[config.mk]
export PLATFORM = sky130hd
export DESIGN_NAME = source_tokenizer
export DESIGN_NICKNAME = d
export VERILOG_FILES = /design/src/rtl/srctok_pkg.sv /design/src/rtl/srctok_kwmatch.sv /design/src/rtl/source_tokenizer.sv
export SDC_FILE = /design/constraint.sdc
export NUM_CORES = 2
export LEC_CHECK = 0
export BUFFER_PORTS_ARGS = -buffer_cell sky130_fd_sc_hd__buf_2
export CAP_MARGIN = 30
export CORE_ASPECT_RATIO = 0.6
export CORE_MARGIN = 4
export CORE_UTILIZATION = 33
export CTS_CLUSTER_SIZE = 10
export DETAILED_ROUTE_END_ITERATION = 8
export HOLD_SLACK_MARGIN = 0.15
export MAX_ROUTING_LAYER = met4
export PLACE_DENSITY = 0.44
export SYNTH_ARGS = -nofsm -noshare
export SYNTH_HDL_FRONTEND = slang
export SYNTH_SLANG_ARGS = --single-unit
[constraint.sdc]
create_clock -name clk -period 14.95 [get_ports clk]
set_input_delay 1.495 -clock clk [delete_from_list [all_inputs] [get_ports clk]]
set_output_delay 1.495 -clock clk [all_outputs]
set_load 0.02 [all_outputs]
[src/rtl/srctok_pkg.sv]
// Source tokenizer package: token kinds, scanner modes, error codes, keyword table.
// Depends on nothing.
package srctok_pkg;
  localparam int KindW = 6;
  localparam int ErrW  = 3;

  localparam logic [KindW-1:0] K_END = 6'd0, K_NEWLINE = 6'd1, K_NUMBER = 6'd2,
    K_FLOAT = 6'd3, K_IDENT = 6'd4, K_STRING = 6'd5, K_CHAR = 6'd6, K_TYPE = 6'd7,
    K_KW0 = 6'd8, K_PLUS = 6'd30, K_MINUS = 6'd31, K_STAR = 6'd32, K_SLASH = 6'd33,
    K_EQ = 6'd34, K_EQEQ = 6'd35, K_GT = 6'd36, K_GTEQ = 6'd37, K_RSHIFT = 6'd38,
    K_LT = 6'd39, K_LTEQ = 6'd40, K_LSHIFT = 6'd41, K_BANGEQ = 6'd42, K_BOR = 6'd43,
    K_LOR = 6'd44, K_BAND = 6'd45, K_LAND = 6'd46, K_HASH = 6'd47, K_LPAREN = 6'd48,
    K_RPAREN = 6'd49, K_LBRACE = 6'd50, K_RBRACE = 6'd51, K_SEMI = 6'd52,
    K_COMMA = 6'd53, K_DOT = 6'd54, K_LSQUARE = 6'd55, K_RSQUARE = 6'd56,
    K_COLON = 6'd57, K_ERROR = 6'd58;

  localparam logic [ErrW-1:0] E_NONE = 3'd0, E_BANG = 3'd1, E_STRCTL = 3'd2,
    E_CHARHI = 3'd3, E_CHARCTL = 3'd4, E_CHARLEN = 3'd5, E_UNEXP = 3'd6,
    E_UNTERM = 3'd7;

  typedef enum logic [3:0] {
    M_IDLE, M_OP, M_SLASH, M_LINECMT, M_BLOCK, M_BLOCKSTAR, M_STRING,
    M_CHARLIT, M_DEC, M_FLOAT, M_HEX, M_TYPE, M_WORD
  } mode_t;

  localparam int NumKw = 22;
  typedef logic [63:0] kw_word_t;

  // Keyword text, first character in the low byte, zero padded.
  function automatic kw_word_t kw_text(input int i);
    unique case (i)
      0: kw_text = 64'h6C_6562_616C;
      1: kw_text = 64'h6F_746F67;
      2: kw_text = 64'h74_656C;
      3: kw_text = 64'h6669;
      4: kw_text = 64'h65_736C65;
      5: kw_text = 64'h66_696C65;
      6: kw_text = 64'h65_6C6968_77;
      7: kw_text = 64'h65_6475_6C63_6E69;
      8: kw_text = 64'h6E_7275_7465_72;
      9: kw_text = 64'h63_6E75_66;
      10: kw_text = 64'h6E_7265_7478_65;
      11: kw_text = 64'h74_6375_7274_73;
      12: kw_text = 64'h66_6564_6570_7974;
      13: kw_text = 64'h72_6F66;
      14: kw_text = 64'h6B_6165_7262;
      15: kw_text = 64'h6575_6E69_746E_6F63;
      16: kw_text = 64'h68_6374_6977_73;
      17: kw_text = 64'h65_7361_63;
      18: kw_text = 64'h6D_756E_65;
      19: kw_text = 64'h72_6564_6165_68;
      20: kw_text = 64'h63_7478_65;
      default: kw_text = 64'h6D_6F72_66;
    endcase
  endfunction

  function automatic int kw_len(input int i);
    unique case (i)
      3: kw_len = 2;
      2, 13: kw_len = 3;
      1, 4, 5, 9, 17, 18, 20, 21: kw_len = 4;
      0, 6, 14: kw_len = 5;
      8, 10, 11, 16, 19: kw_len = 6;
      7, 12: kw_len = 7;
      default: kw_len = 8;
    endcase
  endfunction

  function automatic logic is_digit(input logic [7:0] b);
    return b >= "0" && b <= "9";
  endfunction
  function automatic logic is_alpha(input logic [7:0] b);
    return (b >= "a" && b <= "z") || (b >= "A" && b <= "Z");
  endfunction
  function automatic logic is_ctl(input logic [7:0] b);
    return b == 8'h0D || b == 8'h0A || b == 8'h09;
  endfunction
endpackage

[src/rtl/srctok_kwmatch.sv]
// Keyword matcher: maps a buffered word to a keyword kind or identifier.
// Depends on srctok_pkg.
module srctok_kwmatch #(
  parameter int LenW = 24,
  parameter int KwMax = 8
) (
  input  logic [63:0]                word,
  input  logic [LenW-1:0]            len,
  input  logic                       too_long,
  output logic [srctok_pkg::KindW-1:0] kind
);
  import srctok_pkg::*;

  // Compare against every keyword in parallel; at most one can match.
  always_comb begin
    kind = K_IDENT;
    if (!too_long && len <= LenW'(KwMax) && len <= LenW'(8)) begin
      for (int i = 0; i < NumKw; i++) begin
        if (len == LenW'(kw_len(i)) && word == kw_text(i)) kind = K_KW0 + KindW'(i);
      end
    end
  end
endmodule

[src/rtl/source_tokenizer.sv]
// Top level of the source tokenizer: scanner state and result queue.
// Depends on srctok_pkg and srctok_kwmatch.
//
// Usage: the input channel (in_valid / in_stall) carries one beat per
// source byte (action 0) or an end-of-source beat (action 1). The output
// channel (out_valid / out_stall) carries token beats, each with kind,
// start, length, line, numeric value, error code and a last flag marking
// the final beat caused by one input beat (up to three beats per input).
// Each input beat is scanned combinationally, and its results are
// registered into a four-entry result queue. Throughput is one input
// beat per cycle while each beat yields at most one result and the
// receiver does not stall; beats yielding two or three results drain
// one at a time through the single output port. The input is stalled
// when the queue cannot hold three more results. When the receiver stalls,
// the head beat holds and the queue fills, then the input is stalled.
// Synchronous reset returns the scanner to idle between tokens at offset
// zero, line one, and empties the queue. After an error or the end token
// the block halts and yields no results until reset.
module source_tokenizer #(
  parameter int OFFSET_BITS = 24,
  parameter int KEYWORD_MAX_LEN = 8,
  parameter int VALUE_BITS = 32
) (
  input  logic                 clk,
  input  logic                 rst,
  input  logic                 in_valid,
  output logic                 in_stall,
  input  logic                 action,
  input  logic [7:0]           source_byte,
  output logic                 out_valid,
  input  logic                 out_stall,
  output logic [srctok_pkg::KindW-1:0] token_kind,
  output logic [OFFSET_BITS-1:0] token_start,
  output logic [OFFSET_BITS-1:0] token_length,
  output logic [OFFSET_BITS-1:0] token_line,
  output logic [31:0]          number_value,
  output logic [srctok_pkg::ErrW-1:0] error_code,
  output logic                 last
);
  import srctok_pkg::*;

  localparam int OW = OFFSET_BITS;
  localparam int VW = VALUE_BITS;

  typedef struct packed {
    logic [KindW-1:0] kind;
    logic [OW-1:0]    start;
    logic [OW-1:0]    len;
    logic [OW-1:0]    line;
    logic [31:0]      val;
    logic [ErrW-1:0]  err;
    logic             fin;
  } res_t;

  // Scanner state.
  mode_t         mode, mode_next;
  logic [7:0]    pend, pend_next;
  logic [OW-1:0] pos, pos_next, lcount, lcount_next, soff, soff_next, sline, sline_next;
  logic [63:0]   wbuf, wbuf_next;
  logic          wlong, wlong_next, esc_p, esc_p_next, esc_s, esc_s_next;
  logic [VW-1:0] acc, acc_next;
  logic          halted, halted_next;

  // Result queue.
  res_t        q [4];
  logic [1:0]  rd_ptr, wr_ptr;
  logic [2:0]  count;
  res_t        r [3];
  logic [1:0]  nres;

  logic take_in, take_out;
  assign in_stall = (count > 3'd1);
  assign take_in  = in_valid && !in_stall;
  assign take_out = out_valid && !out_stall;
  assign out_valid = (count != 3'd0);

  logic [KindW-1:0] wkind;
  logic [OW-1:0] span;
  assign span = pos - soff;

  srctok_kwmatch #(.LenW(OW), .KwMax(KEYWORD_MAX_LEN)) u_kw (
    .word(wbuf), .len(span), .too_long(wlong), .kind(wkind)
  );

  logic [7:0] b;
  logic [3:0] hv;
  logic       hok;
  always_comb begin
    b = action ? 8'h0A : source_byte;
    hok = 1'b1;
    if (is_digit(b)) hv = 4'(b - "0");
    else if (b >= "a" && b <= "f") hv = 4'(b - "a" + 8'd10);
    else if (b >= "A" && b <= "F") hv = 4'(b - "A" + 8'd10);
    else begin
      hv = 4'd0;
      hok = 1'b0;
    end
  end

  // Combinational scanner: mirrors the byte rules, emitting up to three results.
  always_comb begin
    logic             do_idle, do_close, op_two;
    logic [KindW-1:0] ck, one, two, ik;
    logic [VW-1:0]    cval;
    logic             ihit;
    mode_next = mode; pend_next = pend; soff_next = soff; sline_next = sline;
    wbuf_next = wbuf; wlong_next = wlong; esc_p_next = esc_p; esc_s_next = esc_s;
    acc_next = acc; halted_next = halted;
    pos_next = pos + OW'(1);
    lcount_next = (b == 8'h0A) ? lcount + OW'(1) : lcount;
    nres = 2'd0;
    for (int i = 0; i < 3; i++) r[i] = '0;
    do_idle = 1'b0; do_close = 1'b0; ck = K_END; cval = '0;
    one = K_EQ; two = K_END; op_two = 1'b0; ik = K_END; ihit = 1'b0;

    unique case (mode)
      M_OP: begin
        unique case (pend)
          "=": begin one = K_EQ; if (b == "=") begin two = K_EQEQ; op_two = 1'b1; end end
          ">": begin
            one = K_GT;
            if (b == "=") begin two = K_GTEQ; op_two = 1'b1; end
            else if (b == ">") begin two = K_RSHIFT; op_two = 1'b1; end
          end
          "<": begin
            one = K_LT;
            if (b == "=") begin two = K_LTEQ; op_two = 1'b1; end
            else if (b == "<") begin two = K_LSHIFT; op_two = 1'b1; end
          end
          "!": begin one = K_EQ; if (b == "=") begin two = K_BANGEQ; op_two = 1'b1; end end
          "|": begin one = K_BOR; if (b == "|") begin two = K_LOR; op_two = 1'b1; end end
          "&": begin one = K_BAND; if (b == "&") begin two = K_LAND; op_two = 1'b1; end end
          default: one = K_EQ;
        endcase
        if (op_two) begin
          r[0] = '{two, soff, OW'(2), sline, 32'd0, E_NONE, 1'b0};
          nres = 2'd1;
          mode_next = M_IDLE;
        end else if (pend == "!") begin
          r[0] = '{K_ERROR, pos, '0, lcount, 32'd0, E_BANG, 1'b0};
          nres = 2'd1;
          mode_next = M_IDLE;
          halted_next = 1'b1;
        end else begin
          do_close = 1'b1; ck = one; do_idle = 1'b1;
        end
      end
      M_SLASH: begin
        if (b == "/") mode_next = M_LINECMT;
        else if (b == "*") mode_next = M_BLOCK;
        else begin do_close = 1'b1; ck = K_SLASH; do_idle = 1'b1; end
      end
      M_LINECMT: if (b == 8'h0A) do_idle = 1'b1;
      M_BLOCK: if (b == "*") mode_next = M_BLOCKSTAR;
      M_BLOCKSTAR: begin
        if (b == "/") mode_next = M_IDLE;
        else if (b != "*") mode_next = M_BLOCK;
      end
      M_STRING: begin
        if (!esc_p && b == "\"") begin
          do_close = 1'b1; ck = K_STRING;
        end else begin
          esc_p_next = 1'b0;
          if (is_ctl(b)) begin
            r[0] = '{K_ERROR, pos, '0, lcount, 32'd0, E_STRCTL, 1'b0};
            nres = 2'd1; halted_next = 1'b1;
          end else if (b == "\\") esc_p_next = 1'b1;
        end
      end
      M_CHARLIT: begin
        if (!esc_p && b == "'") begin
          if (span > (esc_s ? OW'(2) : OW'(1))) begin
            r[0] = '{K_ERROR, pos, '0, lcount, 32'd0, E_CHARLEN, 1'b0};
            nres = 2'd1; halted_next = 1'b1;
          end else begin
            do_close = 1'b1; ck = K_CHAR;
          end
        end else begin
          esc_p_next = 1'b0;
          if (b > 8'd127) begin
            r[0] = '{K_ERROR, pos, '0, lcount, 32'd0, E_CHARHI, 1'b0};
            nres = 2'd1; halted_next = 1'b1;
          end else if (is_ctl(b)) begin
            r[0] = '{K_ERROR, pos, '0, lcount, 32'd0, E_CHARCTL, 1'b0};
            nres = 2'd1; halted_next = 1'b1;
          end else if (b == "\\") begin
            esc_p_next = 1'b1; esc_s_next = 1'b1;
          end
        end
      end
      M_DEC: begin
        if (span == OW'(1) && b == "x") begin
          mode_next = M_HEX; acc_next = '0;
        end else if (is_digit(b)) begin
          acc_next = VW'((acc << 3) + (acc << 1) + VW'(b - "0"));
        end else if (b == ".") mode_next = M_FLOAT;
        else begin do_close = 1'b1; ck = K_NUMBER; cval = acc; do_idle = 1'b1; end
      end
      M_FLOAT: if (!is_digit(b)) begin do_close = 1'b1; ck = K_FLOAT; do_idle = 1'b1; end
      M_HEX: begin
        if (hok) acc_next = (acc << 4) | VW'(hv);
        else begin do_close = 1'b1; ck = K_NUMBER; cval = acc; do_idle = 1'b1; end
      end
      M_TYPE: if (!(is_alpha(b) || b == "_")) begin
        do_close = 1'b1; ck = K_TYPE; do_idle = 1'b1;
      end
      M_WORD: begin
        if (is_alpha(b) || is_digit(b) || b == "_") begin
          if (span < OW'(8)) wbuf_next = wbuf | (64'(b) << {span[2:0], 3'b000});
          if (span >= OW'(KEYWORD_MAX_LEN)) wlong_next = 1'b1;
        end else begin
          do_close = 1'b1; ck = wkind; do_idle = 1'b1;
        end
      end
      default: do_idle = 1'b1;
    endcase

    if (do_close) begin
      r[0] = '{ck, soff, span, sline, 32'(cval), E_NONE, 1'b0};
      nres = 2'd1;
      mode_next = M_IDLE;
    end

    // Byte seen between tokens.
    if (do_idle) begin
      mode_next = M_IDLE;
      priority case (b)
        " ", 8'h09, 8'h0D: ihit = 1'b0;
        "+": begin ik = K_PLUS; ihit = 1'b1; end
        "-": begin ik = K_MINUS; ihit = 1'b1; end
        "*": begin ik = K_STAR; ihit = 1'b1; end
        "#": begin ik = K_HASH; ihit = 1'b1; end
        "(": begin ik = K_LPAREN; ihit = 1'b1; end
        ")": begin ik = K_RPAREN; ihit = 1'b1; end
        "{": begin ik = K_LBRACE; ihit = 1'b1; end
        "}": begin ik = K_RBRACE; ihit = 1'b1; end
        ";": begin ik = K_SEMI; ihit = 1'b1; end
        ",": begin ik = K_COMMA; ihit = 1'b1; end
        ".": begin ik = K_DOT; ihit = 1'b1; end
        "[": begin ik = K_LSQUARE; ihit = 1'b1; end
        "]": begin ik = K_RSQUARE; ihit = 1'b1; end
        ":": begin ik = K_COLON; ihit = 1'b1; end
        8'h0A: begin ik = K_NEWLINE; ihit = 1'b1; end
        8'h00: begin ik = K_END; ihit = 1'b1; end
        "=", ">", "<", "!", "|", "&": begin
          pend_next = b; mode_next = M_OP; soff_next = pos; sline_next = lcount;
        end
        "/": begin mode_next = M_SLASH; soff_next = pos; sline_next = lcount; end
        "\"", "'": begin
          mode_next = (b == "\"") ? M_STRING : M_CHARLIT;
          soff_next = pos + OW'(1); sline_next = lcount;
          esc_p_next = 1'b0; esc_s_next = 1'b0;
        end
        "@": begin mode_next = M_TYPE; soff_next = pos + OW'(1); sline_next = lcount; end
        default: begin
          if (is_digit(b)) begin
            mode_next = M_DEC; soff_next = pos; sline_next = lcount;
            acc_next = VW'(b - "0");
          end else if (is_alpha(b)) begin
            mode_next = M_WORD; soff_next = pos; sline_next = lcount;
            wbuf_next = 64'(b); wlong_next = 1'b0;
          end else begin
            r[nres] = '{K_ERROR, pos, '0, lcount, 32'd0, E_UNEXP, 1'b0};
            nres = nres + 2'd1; halted_next = 1'b1;
          end
        end
      endcase
      if (ihit) begin
        r[nres] = '{ik, pos, OW'(1), lcount, 32'd0, E_NONE, 1'b0};
        nres = nres + 2'd1;
      end
    end

    // End of source: closing token, or an unterminated-comment error, after the implied newline.
    if (action && !halted_next) begin
      if (mode_next == M_BLOCK || mode_next == M_BLOCKSTAR)
        r[nres] = '{K_ERROR, pos_next, '0, lcount_next, 32'd0, E_UNTERM, 1'b0};
      else
        r[nres] = '{K_END, pos_next, '0, lcount_next, 32'd0, E_NONE, 1'b0};
      nres = nres + 2'd1;
      mode_next = M_IDLE;
      halted_next = 1'b1;
    end
    if (nres != 2'd0) r[nres - 2'd1].fin = 1'b1;
  end

  // State and queue registers.
  always_ff @(posedge clk) begin
    if (rst) begin
      mode <= M_IDLE; pend <= '0; pos <= '0; lcount <= OW'(1); soff <= '0;
      sline <= OW'(1); wbuf <= '0; wlong <= 1'b0; acc <= '0; esc_p <= 1'b0;
      esc_s <= 1'b0; halted <= 1'b0; rd_ptr <= '0; wr_ptr <= '0; count <= '0;
    end else begin
      if (take_in && !halted) begin
        mode <= mode_next; pend <= pend_next; pos <= pos_next; lcount <= lcount_next;
        soff <= soff_next; sline <= sline_next; wbuf <= wbuf_next; wlong <= wlong_next;
        acc <= acc_next; esc_p <= esc_p_next; esc_s <= esc_s_next;
        halted <= halted_next;
        for (int i = 0; i < 3; i++)
          if (2'(i) < nres) q[wr_ptr + 2'(i)] <= r[i];
        wr_ptr <= wr_ptr + nres;
      end
      if (take_out) rd_ptr <= rd_ptr + 2'd1;
      count <= count + ((take_in && !halted) ? {1'b0, nres} : 3'd0)
                     - (take_out ? 3'd1 : 3'd0);
    end
  end

  assign token_kind   = q[rd_ptr].kind;
  assign token_start  = q[rd_ptr].start;
  assign token_length = q[rd_ptr].len;
  assign token_line   = q[rd_ptr].line;
  assign number_value = q[rd_ptr].val;
  assign error_code   = q[rd_ptr].err;
  assign last         = q[rd_ptr].fin;
endmodule

## After elaboration in Yosys (flattened, before gate mapping)

Memory sizes are Yosys's and may differ from the RTL's. A register that Yosys moved wholly into a read port is not among the register bits.
Cells that the tools add are included.
W data, S select, Z words.

| storage, ports and cells | value |
|---|---|
| RAM bits | 456 |
| memories | 1 |
| bits in latches | 0 |
| bits of input ports | 13 |
| word-level logic and storage cells | 481 |
| memory bits (read-only) | 0 |
| flip-flop bits (word level) | 215 |
| output and inout bits | 116 |

| operators by class | value |
|---|---|
| div/mod/pow operators | 0 |
| shift-type cells | 1 |
| $add $sub $neg | 21 |
| order comparisons | 25 |
| bitwise gates (word level) | 7 |
| equality and inequality tests | 82 |
| multiply operators | 0 |
| multiplexer cells | 258 |
| reduce and logical (&&, ||, !) cells | 71 |

Memories:

| memory | depth | width | rd ports | clocked after Yosys merged registers in | write ports | RTL line | text |
|---|---|---|---|---|---|---|---|
| q | 4 | 114 | 1 | 1 | 3 | source_tokenizer.sv:65 | `res_t q [4];` |

Operator list:

| cell | count |
|---|---|
| $mux W342 | 9 |
| $mux W64 | 29 |
| $bwmux W342 | 5 |
| $eq A64 B64 Y1 | 22 |
| $mux W114 | 12 |
| $demux W114 S2 | 4 |
| $pmux W114 S3 | 1 |
| $mux W32 | 10 |
| $mux W24 | 12 |
| $eq A8 B6 Y1 const B | 24 |
| $eq A24 B24 Y1 | 7 |
| $pmux W32 S2 | 2 |
| $mux W4 | 26 |
| $mux W6 | 15 |
| $pmux W6 S15 | 1 |
| $mux W1 | 82 |
| $eq A8 B7 Y1 const B | 10 |
| $pmux W24 S3 | 1 |
| $mux W5 | 14 |
| $add A32 B32 Y32 | 2 |
| $or A64 B64 Y64 | 1 |
| $shl A8 B6 Y64 | 1 |
| $pmux W6 S9 | 1 |
| $add A24 B1 Y24 const B | 2 |
| 64 further kinds | 172 |

## Longest topological paths before layout

| depth | value |
|---|---|
| depth in word-level cells | 46 |
| gate-level depth with buffers | 36 |
| mapped depth without buffers | 31 |

## Cells and area by module

A second synthesis with hierarchy kept.

| second synthesis, totals | value |
|---|---|
| cell total of the unflattened synthesis | 4623 |
| area, all modules | 42993.7 um^2 |

Modules (own cells, without submodules):

| module | instances | area each (um^2) | sequential area each (um^2) | cells each |
|---|---|---|---|---|
| source_tokenizer | 1 | 41431.0 | 18037.3 | 4401 |
| srctok_kwmatch | 1 | 1562.7 | 0.0 | 222 |

## Least setup slack after synthesis

Ideal clock, no wire load.

| timing | value |
|---|---|
| kind | input to register |
| from | input port action |
| to | memory q[0][0] in the netlist's numbering (enable) |
| library setup time | 616 ps |
| data required time | 14334 ps |
| data arrival time | 12309 ps |
| slack | 2025 ps |
| cell stages on the path | 32 |
| path buffers | 7 |
| cells stage by stage | buf_4 buf_2 buf_1 nor2_1 clkbuf_1 ha_1 clkbuf_1 nor2_1 o211ai_1 and4_1 clkbuf_1 a31o_2 a21oi_1 nand3_1 nand3_1 nor2_1 o21ai_2 nor3_2 inv_1 ha_1 nand2_1 o21ai_1 inv_1 ha_1 o21a_1 or2_1 ha_1 or3_1 buf_2 nand2_1 nor2_1 o211ai_1 |

RTL lines:

| element | RTL line | text |
|---|---|---|
| start, declared | source_tokenizer.sv:28 | `input logic action,` |
| end, declared | source_tokenizer.sv:65 |  |

==> reports/results.ini <==
[cells_and_area]
syn_to_final_growth_pct = 11.5
regArea_um2 = 18000
multi_input_area_um2 = 22300
drive_gt1_frac = 0.117
nNetsFinal = 4639
nFillCells = 12800

[sta]
fin_crit_sh = 0.699
whs_ns = 0.452
setup_viol = 0
fin_skew_ns = 0.0404
tightest_slew_ns = 1.13
hold_violations = 0
finalMaxSlewViolations = 0
period_needed_ns = 10.44
fmax_mhz = 95.7
fin_tns_setup_ns = 0
maxSlewHeadroom = 0.239
rsz0062_at_grt = no

[yosys]
syn_nets = 4689
yosys.area_share.xor_xnor = 0.0206
synth-edff-count = 456
ys_types = 104
syn_avg_cell_area_um2 = 9.22
synth.area.mux_share = 0.0856
synth-simple-area-share = 0.187
synth_compound_area_frac = 0.195
syn_area_um2 = 42100
synth_seq_cells = 673
syn_inst = 4566
synth_fa_ha_area_frac = 0.0382
seq_area_frac_synth = 0.429
synth_top_family_by_area = compound AO/OA/AOI/OAI gates
yosysWarnings = 0
async_reset_ff_frac = 0
synth_ff_type = edfxtp_1

[route]
num_vias = 37300
drt_iter0_markers = 4777
vias_per_cell = 5.94
post_drt_wl_per_cell_um = 27.4
drtPass1Iterations = 6
antenna_left = 0
routed_wl_um = 172000
drc = 0

[grt]
grt_max_degree = 105
grt_use_total = 0.260
grt_pass1_vias = 34200
grt_antenna_before_repair = 6
grt_pass1_wl_um = 250000
gr-total-overflow = 0

[setup_path]
r2r_cells = 29
slowest_stage = buf_4
crit_path_end = q[0][59]
r2r-end = q[0][59]
crit_fanout = 58
startpoint_type = primary input
critPathLaunch = action
end_kind = register
crit_arrival_ns = 10.76
worstPathRequired_ns = 15.26
r2r-start = pos[0]
cpPeakStageDelay_ns = 0.82
path_class = primary input to register
worst_path_most_repeated_cell = ha_1
rrSetupSlack_ns = 4.79

[status]
outcome = completed

[clocking]
cts_num_sinks = 673
ctsRootBufferMaster = clkbuf_16
cts_hold_buf = 0
cts_buffers = 82
ctsResizeCount = 0
clk_pin_slew_ns = 0.06
clockBufferDepth = 3
cts_tree = yes
post_cts_buffers = 0
insertion_delay_ns = 0.71
h-tree-depth = 3

[die]
core_area_um2 = 126000
dieWidth_um = 469
placementRows = 101
die-area_um2 = 133000
initial_core_util = 0.333
dieHeight_um = 285
io_pins = 129

[pwr]
ir_worst_vdd_mv = 0.0966
power_per_cell_area_nw_per_um2 = 131
leakagePower_nw = 16.6

[flow_run]
drv_cap = 0

[placed_design]
io_buffer_count = 128
dp_hpwl_um = 116000
gp_congestion = 0.934

[worst_hold_path]
hp-class = register to register
hold_depth = 2

## cell usage in the layout, fill, tap and decap left out, types with 32 or more instances in the layout
cell,n
clkbuf_16,82
o211ai_1,146
a22oi_1,57
a211oi_1,41
nor2_1,614
and2_1,32
mux2i_1,92
xor2_1,33
and3_1,64
nand2_1,446
nor3_1,120
buf_2,128
inv_1,97
xnor2_1,66
nand4_1,37
or3_1,41
a21o_1,41
nand3_1,154
ha_1,79
o31ai_1,37
o21ai_1,140
buf_4,87
clkbuf_1,47
edfxtp_1,456
o22ai_1,76
dfxtp_1,215
a31oi_1,33
a21oi_1,299
o21ai_0,249
mux4_2,114
## per-layer routing
| metal | global-route usage | wire length, um | up-vias |
|---|---|---|---|
| li1 | - | - | 16900 |
| met1 | 0.423 | 89000 | 18400 |
| met2 | 0.308 | 62000 | 1809 |
| met3 | 0.0692 | 18000 | 198 |
| met4 | 0.0539 | 3320 | 0 |
| met5 | - | 0 | - |
## kinds of logic (layout without fill, tap and decap cells)
family          count (synthesis)  in the layout
simple gates                 1710           1710
compound gates               1300           1300
flops                         673            673
buf+inv                       458            474
mux                           216            216
fa+ha+maj                     110            110
xor+xnor                       99             99
other cells                     0              4
## critical path, delay by kind of cell
kind / cells / cell delay, ns
AOI/OAI and AO/OA: 10 / 2.38
adders and majority gates: 4 / 1.28
buffers and inverters: 6 / 2.27
and+or+nand+nor: 9 / 3.20
## Yosys cell counts, drive strengths merged, types with 11 or more instances
cell type  instances  area share
a211oi            41      0.0073
a21o              41      0.0073
a21oi            305       0.037
a221o             17      0.0040
a22o              11      0.0023
a22oi             57       0.010
a31oi             33      0.0049
and2              35      0.0052
and3              66      0.0098
buf              133       0.016
clkbuf           225       0.020
dfxtp            217        0.10
edfxtp           456        0.33
fa                31       0.015
ha                79       0.023
inv               99      0.0088
mux2i             92       0.022
mux4             114       0.061
nand2            454       0.041
nand2b            26      0.0039
nand3            157       0.019
nand3b            12      0.0021
nand4             37      0.0055
nor2             620       0.055
nor2b             31      0.0046
nor3             126       0.015
nor3b             13      0.0026
nor4              29      0.0043
o211a             11      0.0026
o211ai           146       0.026
o21a              17      0.0030
o21ai            399       0.048
o21bai            16      0.0032
o221ai            11      0.0023
o22ai             80       0.013
o31ai             37      0.0066
or2               13      0.0019
or3               42      0.0062
or4               12      0.0022
xnor2             66       0.014
xor2              33      0.0069
## cell type report
cell class	instances	area share
antenna	4	0.000213
clock inverter	17	0.00626
inverter	100	0.00800
clock buffer	133	0.0486
multi-input combinational	3435	0.475
timing repair buffer	224	0.0317
sequential	673	0.384
tap	1699	0.0453
## worst min-delay path by stage
stage | startpoint | end | slack [ns]
after floorplan | sline[13] | sline[13] | 0.43
after global placement | sline[13] | sline[13] | 0.44
after detailed placement | sline[13] | sline[13] | 0.44
after CTS | sline[13] | sline[13] | 0.45
after global routing | sline[13] | sline[13] | 0.47
final | sline[13] | sline[13] | 0.45
## sequential cells by signal, summed over array words and instances, names as in the netlist, 2 cells and up, named ones only
signal and cells:
q 456, wbuf 64, acc 32, lcount 24
pos 24, sline 24, soff 24, pend 8
mode 4, count 3, rd_ptr 2, wr_ptr 2
## per-stage QoR
step	setup WS (ns)	power (mW)	instances	util	cell area (um^2)
floorplan	2.03	3.42	4566	-	42100
global placement	4.04	4.18	6120	0.349	44200
detailed placement	4.02	4.18	6126	0.350	44300
CTS	4.67	6.18	6276	0.370	46800
global route	4.07	6.43	6284	0.371	46900
finish	4.51	6.17	6285	0.371	46900
## power breakdown
group	switching (mW)	internal (mW)	leakage [nW]	total, mW
sequential	0.0654	2.13	6.08	2.20
combinational	1.38	0.619	9.27	2.00
clock	0.866	1.11	1.22	1.97
Power figures use the tool's default switching activity.
